$ cat src/hdl/utf16t_pkg.sv
// Shared types, constants and encode helpers of the UTF-16 transcoder.
package utf16t_pkg;

	localparam int CNT_W = 17;
	localparam int CP_W = 21;
	localparam int UNIT_W = 16;
	localparam int QUEUE_DEPTH = 2;
	localparam int QPTR_W = $clog2(QUEUE_DEPTH);

	localparam logic [CNT_W-1:0] MAX_OUT_UNITS = 17'h10000;

	// output encodings
	localparam logic [1:0] MODE_UTF8 = 2'd0;
	localparam logic [1:0] MODE_UTF32 = 2'd1;
	localparam logic [1:0] MODE_ASCII = 2'd2;

	// result status codes
	localparam logic [2:0] ST_DATA = 3'd0;
	localparam logic [2:0] ST_END = 3'd1;
	localparam logic [2:0] ST_INCOMPLETE = 3'd2;
	localparam logic [2:0] ST_INVALID = 3'd3;
	localparam logic [2:0] ST_LIMIT = 3'd4;

	// configuration register indexes
	localparam logic [1:0] CFG_OUT_MODE = 2'd0;
	localparam logic [1:0] CFG_OUT_LIMIT = 2'd1;
	localparam logic [1:0] CFG_REPL_CHAR = 2'd2;

	typedef struct packed {
		logic [1:0] out_mode;
		logic [CNT_W-1:0] out_limit;
		logic [6:0] replacement_char;
	} cfg_t;

	// Work handed from front to back: a run of data units, then an optional status.
	typedef struct packed {
		logic [CP_W-1:0] cp;
		logic [2:0] n_data;
		logic [CNT_W-1:0] base_cnt;
		logic tail_valid;
		logic [2:0] tail_status;
		logic [CNT_W-1:0] tail_cnt;
	} job_t;

	function automatic logic [2:0] utf8_len(input logic [CP_W-1:0] cp);
		logic [2:0] n;
		if (cp < 21'h80) n = 3'd1;
		else if (cp < 21'h800) n = 3'd2;
		else if (cp < 21'h10000) n = 3'd3;
		else n = 3'd4;
		return n;
	endfunction

	// Byte idx of the len-byte UTF-8 sequence for cp.
	function automatic logic [7:0] utf8_byte(input logic [CP_W-1:0] cp,
			input logic [2:0] len, input logic [1:0] idx);
		logic [1:0] from_end;
		logic [5:0] chunk;
		logic [7:0] b;
		from_end = len[1:0] - 2'd1 - idx;
		unique case (from_end)
			2'd0: chunk = cp[5:0];
			2'd1: chunk = cp[11:6];
			2'd2: chunk = cp[17:12];
			default: chunk = {3'b000, cp[20:18]};
		endcase
		if (idx == 2'd0) begin
			unique case (len)
				3'd2: b = {3'b110, cp[10:6]};
				3'd3: b = {4'b1110, cp[15:12]};
				3'd4: b = {5'b11110, cp[20:18]};
				default: b = {1'b0, cp[6:0]};
			endcase
		end else begin
			b = {2'b10, chunk};
		end
		return b;
	endfunction

endpackage

$ cat src/hdl/utf16_transcoder_core.sv
// Top level of the UTF-16 to UTF-8 / UTF-32 / ASCII transcoder.
// The block takes one UTF-16 code unit per transfer and gives one result per cycle while out_stall
// is low. A unit yields zero to five results (up to four UTF-8 bytes plus an end-of-string
// status), so the result channel sets the pace: a held high surrogate or an ignored unit
// gives no result at all. The front end classifies each unit in the cycle it is accepted and
// hands a job to a two-entry queue; the back end expands the job into the output register,
// so a result is registered first in the queue and then in the output register, and input
// transfers go on while earlier results wait. The configuration port is always ready; write
// it only while the block is idle.
module utf16_transcoder_core import utf16t_pkg::*; (
	input logic clk,
	input logic arst_n,
	input logic cfg_valid,
	output logic cfg_ready,
	input logic [1:0] cfg_index,
	input logic [CNT_W-1:0] cfg_data,
	input logic in_valid,
	output logic in_stall,
	input logic [UNIT_W-1:0] code_unit,
	input logic last_unit,
	output logic out_valid,
	input logic out_stall,
	output logic [CP_W-1:0] out_unit,
	output logic [2:0] status,
	output logic [CNT_W-1:0] out_count,
	output logic last_result
);

	cfg_t cfg_q;
	logic push, pop, empty, full;
	job_t push_job, head;

	assign cfg_ready = 1'b1;

	always_ff @(posedge clk or negedge arst_n) begin
		if (!arst_n) begin
			cfg_q.out_mode <= MODE_UTF8;
			cfg_q.out_limit <= MAX_OUT_UNITS;
			cfg_q.replacement_char <= 7'd63;
		end else if (cfg_valid) begin
			unique case (cfg_index)
				CFG_OUT_MODE: cfg_q.out_mode <= cfg_data[1:0];
				CFG_OUT_LIMIT: cfg_q.out_limit <= cfg_data;
				CFG_REPL_CHAR: cfg_q.replacement_char <= cfg_data[6:0];
				default: cfg_q <= cfg_q;
			endcase
		end
	end

	utf16t_front u_front (
		.clk(clk),
		.arst_n(arst_n),
		.cfg(cfg_q),
		.in_valid(in_valid),
		.in_stall(in_stall),
		.code_unit(code_unit),
		.last_unit(last_unit),
		.q_full(full),
		.push(push),
		.job(push_job)
	);

	utf16t_queue u_queue (
		.clk(clk),
		.arst_n(arst_n),
		.push(push),
		.push_job(push_job),
		.pop(pop),
		.head(head),
		.empty(empty),
		.full(full)
	);

	utf16t_back u_back (
		.clk(clk),
		.arst_n(arst_n),
		.cfg(cfg_q),
		.head(head),
		.empty(empty),
		.pop(pop),
		.out_valid(out_valid),
		.out_stall(out_stall),
		.out_unit(out_unit),
		.status(status),
		.out_count(out_count),
		.last_result(last_result)
	);

endmodule

$ cat src/hdl/utf16t_front.sv
// Front end: accepts code units, pairs surrogates, checks the limit, issues jobs.
module utf16t_front import utf16t_pkg::*; (
	input logic clk,
	input logic arst_n,
	input cfg_t cfg,
	input logic in_valid,
	output logic in_stall,
	input logic [UNIT_W-1:0] code_unit,
	input logic last_unit,
	input logic q_full,
	output logic push,
	output job_t job
);

	logic [9:0] pending_high_q, pending_high_d;
	logic have_pending_q, have_pending_d;
	logic [CNT_W-1:0] written_q, written_d;
	logic stopped_q, stopped_d;

	logic accept;
	logic is_high, is_low;
	logic [CP_W-1:0] cp;
	logic [2:0] len;
	logic [CNT_W-1:0] limit;
	logic [CNT_W:0] need;
	logic fits;
	logic do_encode;

	assign in_stall = q_full;
	assign accept = in_valid && !q_full;

	assign is_high = code_unit[15:10] == 6'b110110;
	assign is_low = code_unit[15:10] == 6'b110111;

	assign cp = have_pending_q
		? 21'h10000 + {1'b0, pending_high_q, code_unit[9:0]}
		: {5'b00000, code_unit};
	assign len = (cfg.out_mode == MODE_UTF32 || cfg.out_mode == MODE_ASCII)
		? 3'd1 : utf8_len(cp);
	assign limit = (cfg.out_limit > MAX_OUT_UNITS) ? MAX_OUT_UNITS : cfg.out_limit;
	assign need = {1'b0, written_q} + {{(CNT_W - 2){1'b0}}, len};
	assign fits = need <= {1'b0, limit};

	always_comb begin
		pending_high_d = pending_high_q;
		have_pending_d = have_pending_q;
		written_d = written_q;
		stopped_d = stopped_q;
		push = 1'b0;
		do_encode = 1'b0;
		job = '0;
		job.cp = cp;
		if (accept) begin
			priority if (stopped_q) begin
				push = 1'b0;
			end else if (have_pending_q) begin
				if (!is_low) begin
					push = 1'b1;
					job.tail_valid = 1'b1;
					job.tail_status = ST_INVALID;
					stopped_d = 1'b1;
				end else begin
					have_pending_d = 1'b0;
					pending_high_d = '0;
					do_encode = 1'b1;
				end
			end else if (is_high) begin
				if (last_unit) begin
					push = 1'b1;
					job.tail_valid = 1'b1;
					job.tail_status = ST_INCOMPLETE;
					stopped_d = 1'b1;
				end else begin
					pending_high_d = code_unit[9:0];
					have_pending_d = 1'b1;
				end
			end else if (is_low) begin
				push = 1'b1;
				job.tail_valid = 1'b1;
				job.tail_status = ST_INVALID;
				stopped_d = 1'b1;
			end else if (code_unit == '0) begin
				push = 1'b1;
				job.tail_valid = 1'b1;
				job.tail_status = ST_END;
				job.tail_cnt = written_q;
				stopped_d = 1'b1;
			end else begin
				do_encode = 1'b1;
			end

			if (do_encode) begin
				push = 1'b1;
				if (!fits) begin
					job.tail_valid = 1'b1;
					job.tail_status = ST_LIMIT;
					job.tail_cnt = written_q;
					stopped_d = 1'b1;
				end else begin
					job.n_data = len;
					job.base_cnt = written_q;
					written_d = need[CNT_W-1:0];
					job.tail_valid = last_unit;
					job.tail_status = ST_END;
					job.tail_cnt = need[CNT_W-1:0];
				end
			end

			// a last unit always starts a fresh string
			if (last_unit) begin
				pending_high_d = '0;
				have_pending_d = 1'b0;
				written_d = '0;
				stopped_d = 1'b0;
			end
		end
	end

	always_ff @(posedge clk or negedge arst_n) begin
		if (!arst_n) begin
			pending_high_q <= '0;
			have_pending_q <= 1'b0;
			written_q <= '0;
			stopped_q <= 1'b0;
		end else begin
			pending_high_q <= pending_high_d;
			have_pending_q <= have_pending_d;
			written_q <= written_d;
			stopped_q <= stopped_d;
		end
	end

endmodule

$ cat src/hdl/utf16t_queue.sv
// Short job queue between the front and back ends.
module utf16t_queue import utf16t_pkg::*; (
	input logic clk,
	input logic arst_n,
	input logic push,
	input job_t push_job,
	input logic pop,
	output job_t head,
	output logic empty,
	output logic full
);

	job_t entry_q [QUEUE_DEPTH];
	logic [QPTR_W-1:0] wr_ptr_q, rd_ptr_q;
	logic [QPTR_W:0] count_q;

	assign empty = count_q == '0;
	assign full = count_q == (QPTR_W + 1)'(QUEUE_DEPTH);
	assign head = entry_q[rd_ptr_q];

	always_ff @(posedge clk) begin
		if (push) begin
			entry_q[wr_ptr_q] <= push_job;
		end
	end

	always_ff @(posedge clk or negedge arst_n) begin
		if (!arst_n) begin
			wr_ptr_q <= '0;
			rd_ptr_q <= '0;
			count_q <= '0;
		end else begin
			if (push) begin
				wr_ptr_q <= (wr_ptr_q == QPTR_W'(QUEUE_DEPTH - 1)) ? '0 : wr_ptr_q + 1'b1;
			end
			if (pop) begin
				rd_ptr_q <= (rd_ptr_q == QPTR_W'(QUEUE_DEPTH - 1)) ? '0 : rd_ptr_q + 1'b1;
			end
			unique case ({push, pop})
				2'b10: count_q <= count_q + 1'b1;
				2'b01: count_q <= count_q - 1'b1;
				default: count_q <= count_q;
			endcase
		end
	end

endmodule

$ cat src/hdl/utf16t_back.sv
// Back end: expands jobs into registered results, one per cycle while not stalled.
module utf16t_back import utf16t_pkg::*; (
	input logic clk,
	input logic arst_n,
	input cfg_t cfg,
	input job_t head,
	input logic empty,
	output logic pop,
	output logic out_valid,
	input logic out_stall,
	output logic [CP_W-1:0] out_unit,
	output logic [2:0] status,
	output logic [CNT_W-1:0] out_count,
	output logic last_result
);

	logic valid_q;
	logic [CP_W-1:0] unit_q;
	logic [2:0] status_q;
	logic [CNT_W-1:0] count_q;
	logic last_q;
	logic [2:0] idx_q;

	logic load, take;
	logic [2:0] total;
	logic is_data, is_last;
	logic [CP_W-1:0] data_unit;
	logic [CNT_W-1:0] data_cnt;

	assign load = !valid_q || !out_stall;
	assign take = load && !empty;
	assign total = head.n_data + {2'b00, head.tail_valid};
	assign is_data = idx_q < head.n_data;
	assign is_last = (idx_q + 3'd1) == total;
	assign pop = take && is_last;

	always_comb begin
		unique case (cfg.out_mode)
			MODE_UTF32: data_unit = head.cp;
			MODE_ASCII: data_unit = (head.cp <= 21'd127) ? head.cp
				: {14'b0, cfg.replacement_char};
			default: data_unit = {13'b0, utf8_byte(head.cp, head.n_data, idx_q[1:0])};
		endcase
	end
	assign data_cnt = head.base_cnt + {{(CNT_W - 3){1'b0}}, idx_q} + 1'b1;

	always_ff @(posedge clk) begin
		if (take) begin
			unit_q <= is_data ? data_unit : '0;
			status_q <= is_data ? ST_DATA : head.tail_status;
			count_q <= is_data ? data_cnt : head.tail_cnt;
			last_q <= is_last;
		end
	end

	always_ff @(posedge clk or negedge arst_n) begin
		if (!arst_n) begin
			valid_q <= 1'b0;
			idx_q <= '0;
		end else begin
			if (load) begin
				valid_q <= !empty;
			end
			if (take) begin
				idx_q <= is_last ? 3'd0 : idx_q + 3'd1;
			end
		end
	end

	assign out_valid = valid_q;
	assign out_unit = unit_q;
	assign status = status_q;
	assign out_count = count_q;
	assign last_result = last_q;

	// every job queued has at least one result, and the index stays inside it
	assert property (@(posedge clk) disable iff (!arst_n) !empty |-> idx_q < total)
		else $error("result index outside job");

	// a job leaves the queue exactly when its last result is loaded
	assert property (@(posedge clk) disable iff (!arst_n)
		pop |=> (valid_q && last_q))
		else $error("job popped without a last result");

	// data results carry no status and status results carry no unit
	assert property (@(posedge clk) disable iff (!arst_n)
		valid_q && status_q != ST_DATA |-> unit_q == '0)
		else $error("status result with nonzero unit");

	// mid-job results are never marked last
	assert property (@(posedge clk) disable iff (!arst_n)
		take && !is_last |=> !last_q)
		else $error("last flag on inner result");

endmodule
$ cat config.mk
export PLATFORM = sky130hd
export DESIGN_NAME = utf16_transcoder_core
export DESIGN_NICKNAME = d
export VERILOG_FILES = /design/src/hdl/utf16t_pkg.sv /design/src/hdl/utf16_transcoder_core.sv /design/src/hdl/utf16t_front.sv /design/src/hdl/utf16t_queue.sv /design/src/hdl/utf16t_back.sv
export SDC_FILE = /design/constraint.sdc
export NUM_CORES = 1
export LEC_CHECK = 0
export ABC_CLOCK_PERIOD_IN_PS = 12940
export BUFFER_PORTS_ARGS = -buffer_cell sky130_fd_sc_hd__buf_2
export CAP_MARGIN = 10
export CORE_MARGIN = 2
export CORE_UTILIZATION = 30
export CTS_BUF_LIST = sky130_fd_sc_hd__clkbuf_16
export DETAILED_ROUTE_END_ITERATION = 8
export GPL_ROUTABILITY_DRIVEN = 0
export PLACE_DENSITY_LB_ADDON = 0.15
export SKIP_LAST_GASP = 1
export SLEW_MARGIN = 25
export SYNTH_ARGS = -nofsm -noshare
export SYNTH_HDL_FRONTEND = slang
export SYNTH_SLANG_ARGS = --single-unit
$ cat constraint.sdc
create_clock -name clk -period 12.94 [get_ports clk]
set_input_delay 0 -clock clk [delete_from_list [all_inputs] [get_ports clk]]
set_output_delay 0 -clock clk [all_outputs]
set_load 0.005 [all_outputs]
==> metrics.md <==
| Metric | Value |
|---|---|
| Result of the run | `finished clean` |
| Sum of net half-perimeters after detailed placement | `23.1 mm` |
| Worst Hold Slack | `0.0552 ns` |
| Proportion of synthesized flip-flops having asynchronous set or reset | `27.5%` |
| Most area-hungry cell type in the Yosys netlist | `sky130_fd_sc_hd__edfxtp_1` |
| Top routing layer in use | `met4` |
| Vias per cell | `4.98` |
| Cell area after synthesis | `11600 um^2` |
| Pre-Repair DR Iteration Count | `5` |
| Final wirelength | `32.6 mm` |
| Critical Path RT | `13.33 ns` |
| Post-synthesis area per instance | `12.0 um^2` |
| Worst reg2reg path endpoint | `u_queue.entry_q[0][2]` |
| DR DRC count | `0` |
| Cell with the most instances after synthesis | `sky130_fd_sc_hd__edfxtp_1` |
| Mean routed wirelength per cell | `20.3 um` |
| Primary FF master, synth | `sky130_fd_sc_hd__edfxtp_1` |
| Total die area | `40100 um^2` |
| Synth Instances | `963` |
| Number of enable-type register cells in the synthesized netlist | `166` |
| Die height | `200 um` |
| Largest voltage drop on the vdd net | `0.104 mV` |
| Root buffer cell | `sky130_fd_sc_hd__clkbuf_16` |
| Die X | `200 um` |
| Share of the yosys chip area belonging to registers | `56.9%` |
| Final core utilization | `36.6%` |
| Max-cap violation count | `0` |
| Area of the core | `37800 um^2` |
| Top post-synthesis cells by area | `sky130_fd_sc_hd__edfxtp_1 (43%), sky130_fd_sc_hd__dfrtp_1 (12%), sky130_fd_sc_hd__mux2_2 (5.1%)` |
| Total number of nets in the final design | `1150` |
| Class of the tightest hold or removal check | `in2reg` |
| Share of the synthesized area in the top cell type | `43.1%` |
| Hold Crit Endpoint | `u_front.written_q[6]` |
| RSZ-0062 raised after global routing | `no` |
| Buffers added on ports | `84` |
| Global-route wire length before repair | `50.5 mm` |
| IO Count | `86` |
| Flop-to-flop setup slack | `6.41 ns` |
| Worst slew margin relative to its limit | `37.0%` |
| Yosys warning total | `0` |
| Final hold viol count | `0` |
| Crit Path Class | `reg2reg` |
| Max-slew violations | `0` |
| Worst Tran Pin Value | `0.942 ns` |
| Vias in the first global route | `8066` |
| Clk buf depth | `3` |
| Number of placed cells counting well taps | `1515` |
| Critical Path Source Type | `flip-flop` |
| Crit path time final | `6.53 ns` |
| Largest fanout on the critical path | `19` |
| Inserted Diodes | `0` |
| Start of the worst register-to-register path | `u_front.have_pending_q` |
| Clk sinks | `229` |
| Largest net degree at the start of global routing | `64` |
| Latest clock arrival within the worst-skew pair | `0.54 ns` |
| Vias after detailed routing | `7983` |
| Detailed-routing wirelength on met1 | `14.8 mm` |
| Nature of the critical path endpoint | `flip-flop` |
| Number of buffers created by CTS | `27` |
| Post-synthesis register bit count | `229` |
| Total overflow reported by the global router | `0` |
| Leakage power total | `0.00542 uW` |
| CTS tree | `yes` |
| Hold path startpoint | `in_valid` |
| Ranking of synthesized cells by instance count | `sky130_fd_sc_hd__edfxtp_1 (166), sky130_fd_sc_hd__nand2_1 (77), sky130_fd_sc_hd__nor2_1 (70), sky130_fd_sc_hd__dfrtp_1 (56), sky130_fd_sc_hd__mux2_2 (52)` |
| R2R cell count | `20` |
| Clock-pin slew of the registers on the worst-case setup and hold paths | `0.06 ns` |
| WP data arrival | `6.92 ns` |
| Final sum of negative setup slack | `0 ns` |
| Detail Route Antenna Nets | `0` |
| Areal power density over the cells | `227 nW/um^2` |
| Worst Skew | `0.0177 ns` |
| Maximum clock frequency | `153 MHz` |
| Initial antenna violation count | `0` |
| Library cells used by synthesis | `73` |
| Final period util | `50.5%` |
| Post-CTS resize count | `0` |
| Number of placement rows | `71` |
| Number of nets in the synthesized netlist | `1040` |
| Share of final-layout standard cells stronger than drive strength 1 | `20.9%` |
| Initial standard-cell utilization of the core | `30.6%` |
| Area growth from synthesis to layout | `19.5%` |
| H-tree level count | `1` |
| # setup viols final | `0` |
| Worst hold path cell count | `5` |
| Layout Cells excl Fill | `1604` |
| Aggregate global-route resource usage | `16.2%` |
| Iteration-0 DRC count of the detailed router | `538` |
| Metal3 WL | `1.37 mm` |
| Met2 routed wirelength | `15.5 mm` |
## flip-flops by register name (all words and copies together) (netlist names)
signal / cells
cfg_q: 26
u_back.idx_q: 3
u_back.last_result: 1
u_back.out_count: 17
u_back.out_unit: 21
u_back.out_valid: 1
u_back.status: 3
u_front.have_pending_q: 1
u_front.pending_high_q: 10
u_front.stopped_q: 1
u_front.written_q: 17
u_queue.count_q: 2
u_queue.entry_q: 124
u_queue.rd_ptr_q: 1
u_queue.wr_ptr_q: 1
## repair_timing
| action | 4_1_cts | 5_1_grt |
|---|---|---|
| buffers inserted | 0 | 0 |
| hold buffers | 40 | 0 |
| endpoints found under the setup margin | 0 | 0 |
| endpoints found under the hold margin | 126 | 0 |
## cell usage in the layout (no fill, tap or decap), types with 10 or more instances in the layout
cell type,instances
sky130_fd_sc_hd__nand2_1,77
sky130_fd_sc_hd__o221a_2,12
sky130_fd_sc_hd__o221ai_1,12
sky130_fd_sc_hd__xnor2_1,25
sky130_fd_sc_hd__nand3_1,44
sky130_fd_sc_hd__ha_1,34
sky130_fd_sc_hd__inv_1,40
sky130_fd_sc_hd__a21oi_1,20
sky130_fd_sc_hd__and3_1,21
sky130_fd_sc_hd__a211oi_1,16
sky130_fd_sc_hd__nor2_1,67
sky130_fd_sc_hd__dlygate4sd3_1,40
sky130_fd_sc_hd__buf_2,84
sky130_fd_sc_hd__nor2b_1,10
sky130_fd_sc_hd__xor2_1,17
sky130_fd_sc_hd__mux2i_1,42
sky130_fd_sc_hd__dfrtp_1,55
sky130_fd_sc_hd__edfxtp_1,166
sky130_fd_sc_hd__o21ai_0,43
sky130_fd_sc_hd__mux2_2,52
sky130_fd_sc_hd__nor4_1,12
sky130_fd_sc_hd__nand2b_1,19
sky130_fd_sc_hd__clkbuf_16,28
sky130_fd_sc_hd__nor3_1,16
## worst max-delay path, stage by stage, from the launching register on
cell and delay [ns]:
sky130_fd_sc_hd__dfrtp_1 0.61, sky130_fd_sc_hd__and2_1 0.30, sky130_fd_sc_hd__or3_1 0.37, sky130_fd_sc_hd__or3_1 0.37
sky130_fd_sc_hd__o21ai_1 0.23, sky130_fd_sc_hd__ha_1 0.21, sky130_fd_sc_hd__inv_1 0.05, sky130_fd_sc_hd__fa_1 0.39
sky130_fd_sc_hd__nor2b_1 0.25, sky130_fd_sc_hd__o21ai_1 0.22, sky130_fd_sc_hd__nor2_1 0.24, sky130_fd_sc_hd__nand4_1 0.14
sky130_fd_sc_hd__xnor2_1 0.21, sky130_fd_sc_hd__ha_1 0.33, sky130_fd_sc_hd__and4_1 0.18, sky130_fd_sc_hd__nand2_1 0.10
sky130_fd_sc_hd__nor4_2 0.40, sky130_fd_sc_hd__or3_1 0.21, sky130_fd_sc_hd__nand4_2 0.47, sky130_fd_sc_hd__nor2_2 0.74
sky130_fd_sc_hd__o221a_2 0.36
## per-layer routing
layer	GRT usage, %	vias up
met3	2.60	55
met5	0	-
met1	21.6	3963
met4	5.52	0
li1	-	3802
met2	26.7	163
## per-stage QoR
| stage | setup slack (ns) | area, um^2 | power [uW] |
|---|---|---|---|
| finish | 6.41 | 13800 | 3140 |
| floorplan | 7.90 | 11600 | 1960 |
| global route | 5.94 | 13800 | 3340 |
| detailed placement | 6.46 | 12500 | 2370 |
| global placement | 6.59 | 12500 | 2370 |
| CTS | 6.42 | 13800 | 3190 |
## how the worst max path moves through the flow
| stage | from | endpoint | slack, ns | depth (start not counted) |
|---|---|---|---|---|
| after detailed placement | u_front.have_pending_q | u_queue.entry_q[0][2] | 6.46 | 20 |
| after CTS | u_front.have_pending_q | u_queue.entry_q[0][2] | 6.42 | 20 |
| after floorplan | u_front.pending_high_q[6] | u_queue.entry_q[0][11] | 7.90 | 21 |
| after global placement | u_front.have_pending_q | u_queue.entry_q[0][2] | 6.59 | 20 |
| after global routing | u_front.have_pending_q | u_queue.entry_q[0][2] | 5.94 | 20 |
| final | u_front.have_pending_q | u_queue.entry_q[0][2] | 6.41 | 20 |
## where the power goes
group	total, uW	leakage [uW]	internal [uW]	switching (uW)
clock	792	0.000474	488	304
sequential	1190	0.00238	1070	117
combinational	1160	0.00256	430	726
total	3140	0.00542	1990	1150
## layout make-up
cell class,count,area (um^2)
clock inverters,21,224
well taps,511,639
clock buffers,28,701
repair buffers,132,881
flip-flops and latches,229,6570
inverters,35,133
fillers,3738,24000
multi-input cells,648,4650
## kinds of logic (layout without fill, tap and decap cells)
group | Yosys count | count (layout) | share of synthesized area (%)
and+or+nand+nor | 320 | 320 | 13.9
DFF | 229 | 229 | 56.9
AOI/OAI and AO/OA | 150 | 150 | 9.39
muxes | 98 | 98 | 9.41
buffers and inverters | 86 | 216 | 3.13
xor gates and xnor gates | 43 | 43 | 3.26
adders and majority gates | 36 | 36 | 4.03
other | 1 | 1 | 0.0325
(Power assumes the default switching activity.)
